--- src/rtl/kmhv_pkg.sv ---
package kmhv_pkg;

    // Defaults for the top-level parameters
    localparam int MAX_REF_DEFAULT   = 4096;
    localparam int VOTE_BITS_DEFAULT = 16;

    // Depth of the command queue between front and back
    localparam int QUEUE_DEPTH = 4;

    // Register file
    localparam int ADDR_W = 4;
    localparam int DATA_W = 32;
    localparam logic [1:0] REG_REF_LEN  = 2'd0;
    localparam logic [1:0] REG_WIN_LEN  = 2'd1;
    localparam logic [1:0] REG_KMER_LEN = 2'd2;

    localparam logic [12:0] REF_LEN_RESET  = 13'd4096;
    localparam logic [12:0] WIN_LEN_RESET  = 13'd1024;
    localparam logic [6:0]  KMER_LEN_RESET = 7'd15;

    // Request codes
    localparam logic REQ_HIT    = 1'b0;
    localparam logic REQ_FINISH = 1'b1;

    typedef struct packed {
        logic [12:0] ref_length;
        logic [12:0] window_length;
        logic [6:0]  kmer_length;
    } cfg_t;

    typedef struct packed {
        logic is_finish;
        logic vote;
        logic end_valid;
    } cmd_ctrl_t;

    // Memory operations of the back-end read-modify-write pipe
    typedef enum logic [2:0] {
        OP_NONE = 3'd0,
        OP_INC  = 3'd1,
        OP_DEC  = 3'd2,
        OP_SCAN = 3'd3,
        OP_NORM = 3'd4,
        OP_ZERO = 3'd5
    } op_t;

endpackage

--- src/rtl/kmhv_front.sv ---
module kmhv_front #(
    parameter int MAX_REF = 4096
) (
    input  kmhv_pkg::cfg_t                     cfg,
    input  logic                               init_done,
    input  logic                               in_valid,
    output logic                               in_ready,
    input  logic                               req_type,
    input  logic [11:0]                        hit_position,
    input  logic                               q_full,
    output logic                               push,
    output kmhv_pkg::cmd_ctrl_t                push_ctrl,
    output logic [$clog2(MAX_REF)-1:0]         push_start,
    output logic [$clog2(MAX_REF)-1:0]         push_stop,
    output logic [$clog2(MAX_REF+1)-1:0]       push_nwin,
    output logic [12:0]                        push_win
);
    import kmhv_pkg::*;

    localparam int AW = $clog2(MAX_REF);
    localparam int CW = $clog2(MAX_REF + 1);
    localparam int XW = ((CW > 13) ? CW : 13) + 1;
    localparam logic [XW-1:0] REF_LIMIT = XW'(MAX_REF);

    logic [XW-1:0] ref_x, win_x, kmer_x;
    logic [XW-1:0] r_eff, w_eff, k_eff, nwin;
    logic [XW-1:0] pos_x, reach, start, pos_next, stop;

    // Clamp the registers into a consistent set of lengths
    always_comb
    begin
        ref_x  = XW'(cfg.ref_length);
        win_x  = XW'(cfg.window_length);
        kmer_x = XW'(cfg.kmer_length);

        r_eff = ref_x;
        if (ref_x == '0)
        begin
            r_eff = XW'(1);
        end
        else if (ref_x > REF_LIMIT)
        begin
            r_eff = REF_LIMIT;
        end

        w_eff = win_x;
        if (win_x == '0)
        begin
            w_eff = XW'(1);
        end
        else if (win_x > r_eff)
        begin
            w_eff = r_eff;
        end

        k_eff = kmer_x;
        if (kmer_x == '0)
        begin
            k_eff = XW'(1);
        end
        else if (kmer_x > w_eff)
        begin
            k_eff = w_eff;
        end

        nwin = r_eff - w_eff + XW'(1);
    end

    // Range of windows that fully hold the k-mer: [start, stop)
    always_comb
    begin
        pos_x    = XW'(hit_position);
        reach    = pos_x + k_eff;
        start    = (reach > w_eff) ? (reach - w_eff) : '0;
        pos_next = pos_x + XW'(1);
        stop     = (pos_next > nwin) ? nwin : pos_next;
    end

    assign in_ready = init_done && !q_full;
    assign push     = in_valid && in_ready;

    assign push_ctrl.is_finish = (req_type == REQ_FINISH);
    assign push_ctrl.vote      = (start < stop);
    assign push_ctrl.end_valid = (stop < REF_LIMIT);
    assign push_start          = AW'(start);
    assign push_stop           = AW'(stop);
    assign push_nwin           = CW'(nwin);
    assign push_win            = 13'(w_eff);

endmodule

--- config.mk ---
export PLATFORM = sky130hd
export DESIGN_NAME = kmhv_front
export DESIGN_NICKNAME = d
export VERILOG_FILES = /design/src/rtl/kmhv_pkg.sv /design/src/rtl/kmhv_front.sv
export SDC_FILE = /design/constraint.sdc
export NUM_CORES = 1
export LEC_CHECK = 0
export ABC_AREA = 0
export ABC_CLOCK_PERIOD_IN_PS = 18520
export BUFFER_PORTS_ARGS = -buffer_cell sky130_fd_sc_hd__buf_2
export CAP_MARGIN = 10
export CORE_MARGIN = 10
export CORE_UTILIZATION = 50
export DETAILED_ROUTE_END_ITERATION = 6
export PLACE_DENSITY = 0.78
export RECOVER_POWER = 50
export SYNTH_ARGS = -nofsm -noshare
export SYNTH_HDL_FRONTEND = slang
export SYNTH_SLANG_ARGS = --single-unit
--- constraint.sdc ---
create_clock -name vclk -period 18.52
set_input_delay 0.926 -clock vclk [all_inputs]
set_output_delay 0.926 -clock vclk [all_outputs]
set_load 0.02 [all_outputs]
* Word-level counts from Yosys, hierarchy flattened
Index checks and enable logic that the tools add are counted.
** Word-level totals
- Register bits after elaboration :: 0
- Output and inout port bits :: 55
** Operators by class
- Multiplexer cells :: 8
- Add/subtract/negate cells :: 5
- Reductions and logical operators :: 6
- $lt $le $gt $ge :: 7
** Operators by type and width (count)
- $mux W14 :: 7
- $gt A13 B14 Y1 :: 2
- $sub A14 B14 Y14 :: 2
- $logic_not A13 Y1 :: 2
- $add A12 B14 Y14 :: 1
- $add A14 B1 Y14 const B :: 1
- $gt A14 B14 Y1 :: 1
- $gt A7 B14 Y1 :: 1
- $lt A14 B13 Y1 const B :: 1
- $lt A14 B14 Y1 :: 1
- $add A12 B1 Y13 const B :: 1
- $gt A13 B13 Y1 const B :: 1
- $mux W13 :: 1
- $logic_not A7 Y1 :: 1
- $logic_and A1 B1 Y1 :: 2
- $logic_not A1 Y1 :: 1

* Logic depth before layout (Yosys ltp)
- Depth in word-level cells :: 13
- Gate-level depth with buffers :: 43
- Mapped depth without buffers :: 41

* Least setup slack after synthesis
OpenSTA, ideal clock, no wires.
- Path kind :: input to output
- Start point :: in cfg[32] (netlist bit)
- End point :: out push_ctrl[1] (netlist bit)
- Cell stages on the path :: 40
- Path slack :: 8293 ps
- Arrival time :: 9301 ps
- Buffers on the path :: 3
- Required time :: 17594 ps
- Cell sequence :: inv_1 -> clkbuf_1 -> nand2_1 -> ha_1 -> and3_1 -> a221o_1 -> o21ai_2 -> buf_6 -> mux2_2 -> or2_2 -> ha_1 -> nor2b_1 -> o21ai_0 -> nand3b_1 -> a21oi_1 -> nor4_4 -> mux2_2 -> ha_1 -> [... 4 more ...] -> o21a_1 -> o41ai_1 -> xnor2_1 -> ha_1 -> nand2_1 -> a21oi_1 -> a21oi_1 -> a21oi_1 -> o21a_1 -> o21ai_0 -> buf_2 -> nor3_1 -> ha_1 -> a21oi_1 -> nor2b_1 -> o21ai_0 -> o211ai_1 -> a21oi_1
** RTL lines
- start: declaration :: line kmhv_front.sv:4 : input kmhv_pkg::cfg_t cfg,
- end: declaration :: line kmhv_front.sv:12 : output kmhv_pkg::cmd_ctrl_t push_ctrl,

==> results by group <==
Synth
  • Ys Warns: 0
  • Cells after Synth: 543
  • Cell Area, Synth: 3920 um2
  • Seq/Total Area, Yosys: 0%
  • Post-synth cell types: 57
  • Syn avg cell area: 7.23 um2

Critical path
  • Delay-heaviest family, CP: compound AO/OA/AOI/OAI gates
  • WP data arrival: 11.86 ns
  • Critical path startpoint: cfg[21]
  • Worst path max stage delay: 1.65 ns
  • Worst EP required: 17.59 ns
  • CP Class: input port to primary output
  • Most used cell, CP: a21oi_1
  • Maximum fanout along the worst path: 18
  • Slowest cell on the critical path: o21ai_0
  • CP Buf/Inv Count: 3
  • Critical path startpoint category: input port
  • CP Capture Type: primary output

STA
  • RSZ-0062 raised after global routing: false
  • Setup violators final: 0
  • Final min period: 12.79 ns
  • Hold Fails Final Rpt: 0
  • Slew @ Worst Pin: 2.19 ns
  • Tcrit/Tclk final: 69.1%
  • Setup TNS: 0 ns
  • Max Slew Vio Count: 19
  • Max_slew headroom: -47.7%
  • Peak Freq: 78.2 MHz

Route
  • Wire per inst: 17.4 um
  • WL final: 12900 um
  • First DRT Iteration DRCs: 269
  • Via-to-Cell Ratio: 5.97
  • Drt pass-1 iters: 5
  • Vias: 4428
  • Post-DRT Antenna Nets: 0
  • Post-route DRC violation count: 0

Placement
  • # port buffers: 102
  • GPL Wtd Cong: 0.975
  • HPWL Detailed: 11300 um

Global route
  • Total gr overflow: 0
  • Global-route wire length before repair: 20800 um
  • Global-route usage over all layers: 20.9%
  • Largest net degree at the start of global routing: 31
  • Vias in the first global route: 4472
  • Initial antenna violation count: 0

Pwr
  • PwrDens: 83.9 nW/um2
  • VDD IR max: 0.0785 mV
  • Clock power share: 0%
  • LEAKAGE: 0.00242 uW
  • Reg power frac: 0%
  • Comb power frac: 100.0%
  • Switching Power: 237 uW
  • Internal cell power: 141 uW
  • Net Sw Frac: 62.7%

Final layout
  • Area delta synth->final: 14.9%
  • Flip-flop and latch area: 0 um2
  • Most frequent cells in the layout: 97 x ha_1, 83 x buf_2, 59 x inv_1
  • Final nets: 791
  • ANT cells: 0
  • Fraction of layout cells with a size suffix above 1: 15.9%
  • Most common cell after layout, fill and taps aside: ha_1
  • Final-layout fill cell count: 775
  • Seq cells: 0
  • Final Util: 58.6%
  • Clock buf count: 0

Die
  • Die height: 109 um
  • Core Rows: 32
  • Core area: 7690 um2
  • Die X: 109 um
  • Starting Density: 51.0%
  • # IOs: 104
  • Die area: 11800 um2

Clocking
  • Post-CTS Setup Inserts: 0
  • Resize count post-CTS: 0
  • Post-CTS Hold Buffers: 0

Worst hold path
  • HP Class: input port to primary output
  • Hold Startpoint: req_type

Outcome
  • Status: finished, violations left
  • Failing checks: max-capacitance violations, max-slew violations

Flow run
  • Max-cap violations: 1
[per-layer routing]
metal	wire [um]	GRT usage [%]	up-vias
met3	1090	3.87	28
met2	6070	37.3	184
met4	436	6.31	0
li1	-	-	2160
met5	0	0	-
met1	5340	24.8	2056
[cell families after synthesis]
group,after synthesis,share of synthesized area (%)
xor gates and xnor gates,36,8.04
AOI/OAI and AO/OA,142,24.0
buffers and inverters,70,7.11
muxes,22,5.90
and+or+nand+nor,171,22.3
other,2,0.191
adders and majority gates,100,32.5
[metrics by stage]
step	std cells	setup WS, ns	hold slack, ns	power, uW	instance area (um2)
after floorplan	547	8.29	1.93	270	3940
after global placement	741	6.87	1.85	367	4540
after detailed placement	741	6.54	1.85	375	4540
after CTS	741	6.54	1.85	377	4540
after global routing	742	4.82	1.85	418	4510
final	742	5.73	1.85	378	4510
[power groups by stage]
stage / sequential, uW / clock, uW / combinational [uW]
final: 0 / 0 / 378
after CTS: 0 / 0 / 377
after floorplan: 0 / 0 / 270
after global placement: 0 / 0 / 367
after detailed placement: 0 / 0 / 375
after global routing: 0 / 0 / 418
[cells in the mapped netlist (2+ instances only)]
cell      instances  area, um2
fa_1              3       60.1
a21boi_0          3       22.5
conb_1            2       7.51
a211oi_1          5       37.5
o21bai_1          3       22.5
o31a_1            7       61.3
nor2b_1          10       62.6
a21o_1           21        158
nor3b_1           2       15.0
or2_2             8       50.1
o21a_1           10       75.1
nand2_1          36        135
xor2_1           11       96.3
a221o_1           2       20.0
o211ai_1          3       22.5
nand3b_1          2       15.0
nand2b_1          8       50.1
or3_1             2       12.5
a21oi_1          48        240
inv_1            59        221
and3_1            4       25.0
nand3_1          14       70.1
xnor2_1          25        219
nor2_1           46        173
and2_1            3       18.8
buf_2             4       20.0
and4_1            7       61.3
nand4_1           7       43.8
ha_1             97       1210
o41a_1            2       22.5
clkbuf_1          5       18.8
o21ai_0          22        110
nor4_1            6       37.5
mux2_2            9        101
mux2i_1          13        130
nor3_1           13       65.1
[area by class of cell]
cell class / instances / area, um2 / share of cell area (%)
repair buffers: 104 / 498 / 11.0
inverters: 59 / 221 / 4.91
multi-input cells: 477 / 3660 / 81.2
well taps: 102 / 128 / 2.83
[path summary, 6_finish.rpt]
path	end	slack [ns]	cells after the start
max	push_ctrl[1]	5.73	42
min	push_ctrl[2]	1.85	0
(Power assumes the default switching activity.)
