File: src/rtl/kmhv_pkg.sv
package kmhv_pkg;

    // Defaults for the top-level parameters
    localparam int MAX_REF_DEFAULT   = 4096;
    localparam int VOTE_BITS_DEFAULT = 16;

    // Depth of the command queue between front and back
    localparam int QUEUE_DEPTH = 4;

    // Register file
    localparam int ADDR_W = 4;
    localparam int DATA_W = 32;
    localparam logic [1:0] REG_REF_LEN  = 2'd0;
    localparam logic [1:0] REG_WIN_LEN  = 2'd1;
    localparam logic [1:0] REG_KMER_LEN = 2'd2;

    localparam logic [12:0] REF_LEN_RESET  = 13'd4096;
    localparam logic [12:0] WIN_LEN_RESET  = 13'd1024;
    localparam logic [6:0]  KMER_LEN_RESET = 7'd15;

    // Request codes
    localparam logic REQ_HIT    = 1'b0;
    localparam logic REQ_FINISH = 1'b1;

    typedef struct packed {
        logic [12:0] ref_length;
        logic [12:0] window_length;
        logic [6:0]  kmer_length;
    } cfg_t;

    typedef struct packed {
        logic is_finish;
        logic vote;
        logic end_valid;
    } cmd_ctrl_t;

    // Memory operations of the back-end read-modify-write pipe
    typedef enum logic [2:0] {
        OP_NONE = 3'd0,
        OP_INC  = 3'd1,
        OP_DEC  = 3'd2,
        OP_SCAN = 3'd3,
        OP_NORM = 3'd4,
        OP_ZERO = 3'd5
    } op_t;

endpackage

File: src/rtl/kmhv_queue.sv
module kmhv_queue #(
    parameter int WIDTH = 8
) (
    input  logic             clk,
    input  logic             rst_n,
    input  logic             push,
    input  logic [WIDTH-1:0] push_data,
    output logic             full,
    input  logic             pop,
    output logic             valid,
    output logic [WIDTH-1:0] head
);
    import kmhv_pkg::*;

    localparam int PW = (QUEUE_DEPTH > 1) ? $clog2(QUEUE_DEPTH) : 1;
    localparam int NW = $clog2(QUEUE_DEPTH + 1);
    localparam logic [PW-1:0] LAST_SLOT = PW'(QUEUE_DEPTH - 1);
    localparam logic [NW-1:0] FULL_CNT  = NW'(QUEUE_DEPTH);

    logic [WIDTH-1:0] slots_reg [QUEUE_DEPTH];
    logic [PW-1:0]    wr_ptr_reg, wr_ptr_next;
    logic [PW-1:0]    rd_ptr_reg, rd_ptr_next;
    logic [NW-1:0]    count_reg, count_next;

    assign full  = (count_reg == FULL_CNT);
    assign valid = (count_reg != '0);
    assign head  = slots_reg[rd_ptr_reg];

    always_comb
    begin
        wr_ptr_next = wr_ptr_reg;
        rd_ptr_next = rd_ptr_reg;
        count_next  = count_reg;
        if (push)
        begin
            wr_ptr_next = (wr_ptr_reg == LAST_SLOT) ? '0 : wr_ptr_reg + 1'b1;
        end
        if (pop)
        begin
            rd_ptr_next = (rd_ptr_reg == LAST_SLOT) ? '0 : rd_ptr_reg + 1'b1;
        end
        if (push && !pop)
        begin
            count_next = count_reg + 1'b1;
        end
        else if (pop && !push)
        begin
            count_next = count_reg - 1'b1;
        end
    end

    always_ff @(posedge clk or negedge rst_n)
    begin
        if (!rst_n)
        begin
            wr_ptr_reg <= '0;
            rd_ptr_reg <= '0;
            count_reg  <= '0;
        end
        else
        begin
            wr_ptr_reg <= wr_ptr_next;
            rd_ptr_reg <= rd_ptr_next;
            count_reg  <= count_next;
        end
    end

    always_ff @(posedge clk)
    begin
        if (push)
        begin
            slots_reg[wr_ptr_reg] <= push_data;
        end
    end

endmodule

File: config.mk
export PLATFORM = sky130hd
export DESIGN_NAME = kmhv_queue
export DESIGN_NICKNAME = d
export VERILOG_FILES = /design/src/rtl/kmhv_pkg.sv /design/src/rtl/kmhv_queue.sv
export SDC_FILE = /design/constraint.sdc
export NUM_CORES = 1
export LEC_CHECK = 0
export CAP_MARGIN = 10
export CELL_PAD_IN_SITES_DETAIL_PLACEMENT = 2
export CELL_PAD_IN_SITES_GLOBAL_PLACEMENT = 2
export CORE_ASPECT_RATIO = 2
export CORE_MARGIN = 2
export CORE_UTILIZATION = 46
export DETAILED_ROUTE_END_ITERATION = 10
export DONT_BUFFER_PORTS = 1
export PLACE_DENSITY_LB_ADDON = 0.1
export SLEW_MARGIN = 20
export SYNTH_ARGS = -nofsm -noshare
export SYNTH_HDL_FRONTEND = slang
export SYNTH_SLANG_ARGS = --single-unit
File: constraint.sdc
create_clock -name clk -period 1.76 [get_ports clk]
set_clock_uncertainty 0.2 [all_clocks]
set_input_delay 0.264 -clock clk [delete_from_list [all_inputs] [get_ports clk]]
set_output_delay 0.264 -clock clk [all_outputs]
set_load 0.1 [all_outputs]
Word level (Yosys, flattened, before mapping)
Memories as Yosys holds them, arrays and structs flattened.
Index checks and enable logic that the tools add are counted.

storage, ports and cells
  bits in registers = 7
  RAM bits = 32
  input bits = 12
  output and inout bits = 10
  word-level logic and storage cells = 23
  memories kept = 1

operators by class
  add/sub/neg operators = 4
  equality and inequality tests = 3
  mux-type cells = 6
  reduce and logical (&&, ||, !) cells = 6

memories
  memory     words  width  rd ports  clocked after memory_dff  wr ports  RTL line          source
  slots_reg  4      8      1         0                         1         kmhv_queue.sv:20  logic [WIDTH-1:0] slots_reg [QUEUE_DEPTH];

operators by type and width
  operator               number
  $mux W3                2
  $add A2 B1 Y2 const B  2
  $eq A2 B2 Y1 const B   2
  $mux W2                2
  $add A3 B1 Y3 const B  1
  $eq A3 B3 Y1 const B   1
  $reduce_bool A3 Y1     1
  $sub A3 B1 Y3 const B  1
  $logic_and A1 B1 Y1    2
  $logic_not A1 Y1       2
  $mux W1                2
  $reduce_bool A2 Y1     1

Depth between registers and ports, before layout
  word-level depth = 4
  depth in mapped cells = 7
  depth with buffers taken out = 7

Least setup slack after synthesis
Ideal clock, no wire load.

  kind = reg-to-output
  start point = register count_reg[0]
  end point = output port full
  data arrival time = 2.629 ns
  data required time = 1.296 ns
  path slack = -1.333 ns
  stages on the path, launching flop included = 2
  path buffers = 0
  path through = dfrtp_1 -> nor3b_1

between the ends
  longest elaborated chain between the ends = 1

RTL lines
  element                 RTL line          source
  from (decl)             kmhv_queue.sv:23  logic [NW-1:0] count_reg, count_next;
  from (signal assigned)  kmhv_queue.sv:64  count_reg <= count_next;
  $eq A3 B3 Y1            kmhv_queue.sv:25  assign full = (count_reg == FULL_CNT);
  to (decl)               kmhv_queue.sv:8   output logic full,

Every way passes these cells.

Final worst setup path
  start point = register rd_ptr_reg[0]
  end point = output port head[1]

between the ends
  longest elaborated chain between the ends = 1

RTL lines
  element                 RTL line          source
  from (decl)             kmhv_queue.sv:22  logic [PW-1:0] rd_ptr_reg, rd_ptr_next;
  from (signal assigned)  kmhv_queue.sv:63  rd_ptr_reg <= rd_ptr_next;
  $mem_v2 Z4 W8           n/a
  to (decl)               kmhv_queue.sv:11  output logic [WIDTH-1:0] head

Every way passes these cells.

==> impl_metrics.sql <==
INSERT INTO impl_metrics (metric_group, metric, value, unit) VALUES
('outcome', 'status', 'finished with violations', ''),
('outcome', 'violations_in_the_final_reports', 'negative setup slack', ''),
('worst_setup_path', 'worstReg2RegStart', 'count_reg[1]$_DFFE_PN0P_', ''),
('synthesis', 'yosysMostFrequentCell', 'edfxtp_1', ''),
('drt', 'detailroute.via_count', '790', ''),
('hold_path', 'hold_class', 'in2reg', ''),
('sta', 'timing_max_transition_violations_final', '0', ''),
('placement', 'detailed_place.area', '1860', 'um^2'),
('finish', 'fill_cell_count', '249', ''),
('sta', 'final-setup-viol-count', '8', ''),
('worst_setup_path', 'timing.critical_path.buf_inv', '2', ''),
('grt', 'initial_antenna_violation_count', '0', ''),
('drt', 'post_drt_via_cell_ratio', '5.45', ''),
('drt', 'routed_wire_length_per_instance', '19.9', 'um'),
('sta', 'layout_worst_path_cycle_share', '1.15', ''),
('synthesis', 'postSynthRegisterBits', '39', ''),
('grt', 'grt_pass1_vias', '931', ''),
('floorplan', 'die_h', '86.7', 'um'),
('run', 'max_cap_viol_count', '0', ''),
('drt', 'remaining_drc_errors', '0', ''),
('synthesis', 'fraction_of_post_synthesis_cell_area_in_the_top_cell_type_by_area', '0.611', ''),
('drt', 'ant_nets', '0', ''),
('floorplan', 'initial_core_util', '0.470', ''),
('sta', 'slack_of_the_critical_path', '-0.263', 'ns'),
('sta', 'grt_setup_unrepaired', 'yes', ''),
('sta', 'hold_viol_final', '0', ''),
('clocking', 'cts_tree', 'done', ''),
('sta', 'finalWorstPathRequiredPeriod', '2.02', 'ns'),
('finish', 'post_layout_net_count', '131', ''),
('worst_setup_path', 'path_cells', 'buf_4, mux4_2, buf_12', ''),
('worst_setup_path', 'timing_worst_setup_path_type', 'reg2out', ''),
('sta', 'timing.max_slew.rel_slack', '0.676', ''),
('synthesis', 'synthTopCellsByArea', 'edfxtp_1, mux4_2, dfrtp_1', ''),
('floorplan', 'std_cell_rows', '30', ''),
('finish', 'design_area', '2130', 'um^2'),
('finish', 'fraction_of_layout_cells_with_a_size_suffix_above_1', '0.363', ''),
('worst_setup_path', 'path_delay_family', 'multiplexers', ''),
('synthesis', 'synth_edf_count', '32', ''),
('clocking', 'cts_max_level', '2', ''),
('clocking', 'cts_buffers', '5', ''),
('placement', 'io_buffer_count', '0', ''),
('synthesis', 'mappedNetlistNets', '98', ''),
('worst_setup_path', 'worstPathMaxFanout', '4', ''),
('synthesis', 'synth.largest_area_cell', 'edfxtp_1', ''),
('worst_setup_path', 'cp_peak_stage_delay', '0.53', 'ns'),
('worst_setup_path', 'critPathLaunchType', 'register', ''),
('synthesis', 'synth_common_cells', 'edfxtp_1, mux4_2, dfrtp_1', ''),
('finish', 'areaGrowthSynthToFinish', '35.7', '%'),
('synthesis', 'synth.yosys.seq_area_share', '0.723', ''),
('clocking', 'cts_buffer_depth', '2', ''),
('worst_setup_path', 'critical_path_arrival', '1.56', 'ns'),
('synthesis', 'synth.cell_area', '1570', 'um^2'),
('grt', 'grt_start_max_net_pins', '13', ''),
('grt', 'global_route_wire_length_before_repair', '4520', 'um'),
('finish', 'n_antenna_cell', '0', ''),
('floorplan', 'ios', '22', ''),
('clocking', 'cts_root_buf', 'clkbuf_8', ''),
('grt', 'globalRoute.totalOverflow', '0', ''),
('drt', 'finalWirelength', '2890', 'um'),
('synthesis', 'synth.lib_cells_used.distinct', '18', ''),
('clocking', 'clock_latency_of_the_later_clocked_register_in_the_worst_skew_pair', '0.28', 'ns'),
('floorplan', 'die-area', '3930', 'um^2'),
('worst_setup_path', 'timing.critical_path.from', 'rd_ptr_reg[0]$_DFFE_PN0P_', ''),
('finish', 'multi_input_area', '427', 'um^2'),
('placement', 'place_hpwl', '1940', 'um'),
('synthesis', 'ys_dominant_reg_cell', 'edfxtp_1', ''),
('floorplan', 'placeableCoreArea', '3340', 'um^2'),
('sta', 'clock.fmax', '0.494', 'GHz'),
('grt', 'global_route_total_usage_across_every_layer', '0.173', ''),
('clocking', 'cts.reportedPaths.clkPinSlew', '0.07', 'ns'),
('synthesis', 'synth_cells', '79', '');
[worst register-to-register path, stage by stage (launching register included)]
cell and delay (ns):
dfrtp_2 0.43, buf_4 0.15, fa_2 0.37, xor2_2 0.17, nor2_1 0.12, xor2_1 0.14
[through the flow]
step           hold WS, ns  TNS [ns]  utilization  setup WS [ns]  instances
2_1_floorplan       -0.232         0            -         0.0133         79
3_3_place_gp        -0.231         0        0.556         0.0621        124
3_5_place_dp        -0.231         0        0.556         0.0407        124
4_1_cts             0.0693     -2.17        0.633         -0.281        144
5_1_grt             0.0921     -2.41        0.638         -0.315        145
6_report             0.101     -2.01        0.638         -0.263        145
[cell usage in the layout, fill, tap and decap left out, drive strengths merged]
master        n
or3           1
clkbuf        6
nand2         1
ha            6
nor3b         1
nor2          2
dlygate4sd3  11
nand3         1
mux4          8
bufinv        2
xnor2         1
inv           5
dfrtp         7
and2          4
edfxtp       32
buf          17
o21ai         2
fa            1
mux2          3
xor2          2
[layout make-up]
| type | instances | share of cell area |
|---|---|---|
| multi-input cells | 33 | 0.200 |
| repair buffers | 28 | 0.176 |
| clock buffers | 6 | 0.0340 |
| flip-flops and latches | 39 | 0.534 |
| well taps | 32 | 0.0188 |
| clock inverters | 2 | 0.0282 |
| inverters | 5 | 0.00880 |
[cells by family (layout without fill, tap and decap cells)]
| group | after synthesis | after routing | synth area share |
|---|---|---|---|
| DFF | 39 | 39 | 0.723 |
| muxes | 11 | 11 | 0.136 |
| and+or+nand+nor | 10 | 10 | 0.0350 |
| adders and majority gates | 7 | 7 | 0.0605 |
| buffers and inverters | 7 | 41 | 0.0223 |
| xor gates and xnor gates | 3 | 3 | 0.0167 |
| AOI/OAI and AO/OA | 2 | 2 | 0.00637 |
[layer usage]
metal  wire [um]  track usage  vias to the layer above
li1            -            -                      363
met1        1100        0.176                      406
met2        1650        0.310                       17
met3          89       0.0458                        4
met5           0            0                        -
met4          41       0.0802                        0
[final timing paths]
path                                                   to  depth (start not counted)  slack (ns)
worst min register to register   count_reg[2]$_DFFE_PN0P_                          1        0.31
min in group asynchronous       wr_ptr_reg[0]$_DFFE_PN0P_                          1        0.11
worst max register to register   count_reg[2]$_DFFE_PN0P_                          5        0.10
max in group asynchronous        count_reg[0]$_DFFE_PN0P_                          1        0.97
worst max-delay path                              head[1]                          3       -0.26
worst min-delay path             count_reg[0]$_DFFE_PN0P_                          2        0.10
[timing repair]
item,4_1_cts,5_1_grt
resized for setup,2,3
pin swaps,1,1
gates cloned,0,0
setup buffers,1,1
setup endpoints to repair,9,10
hold buffers,11,0
hold endpoints to repair,43,0
Power is not shown: default switching activity piles up to over one toggle a cycle in this logic, so the estimate is an artifact.
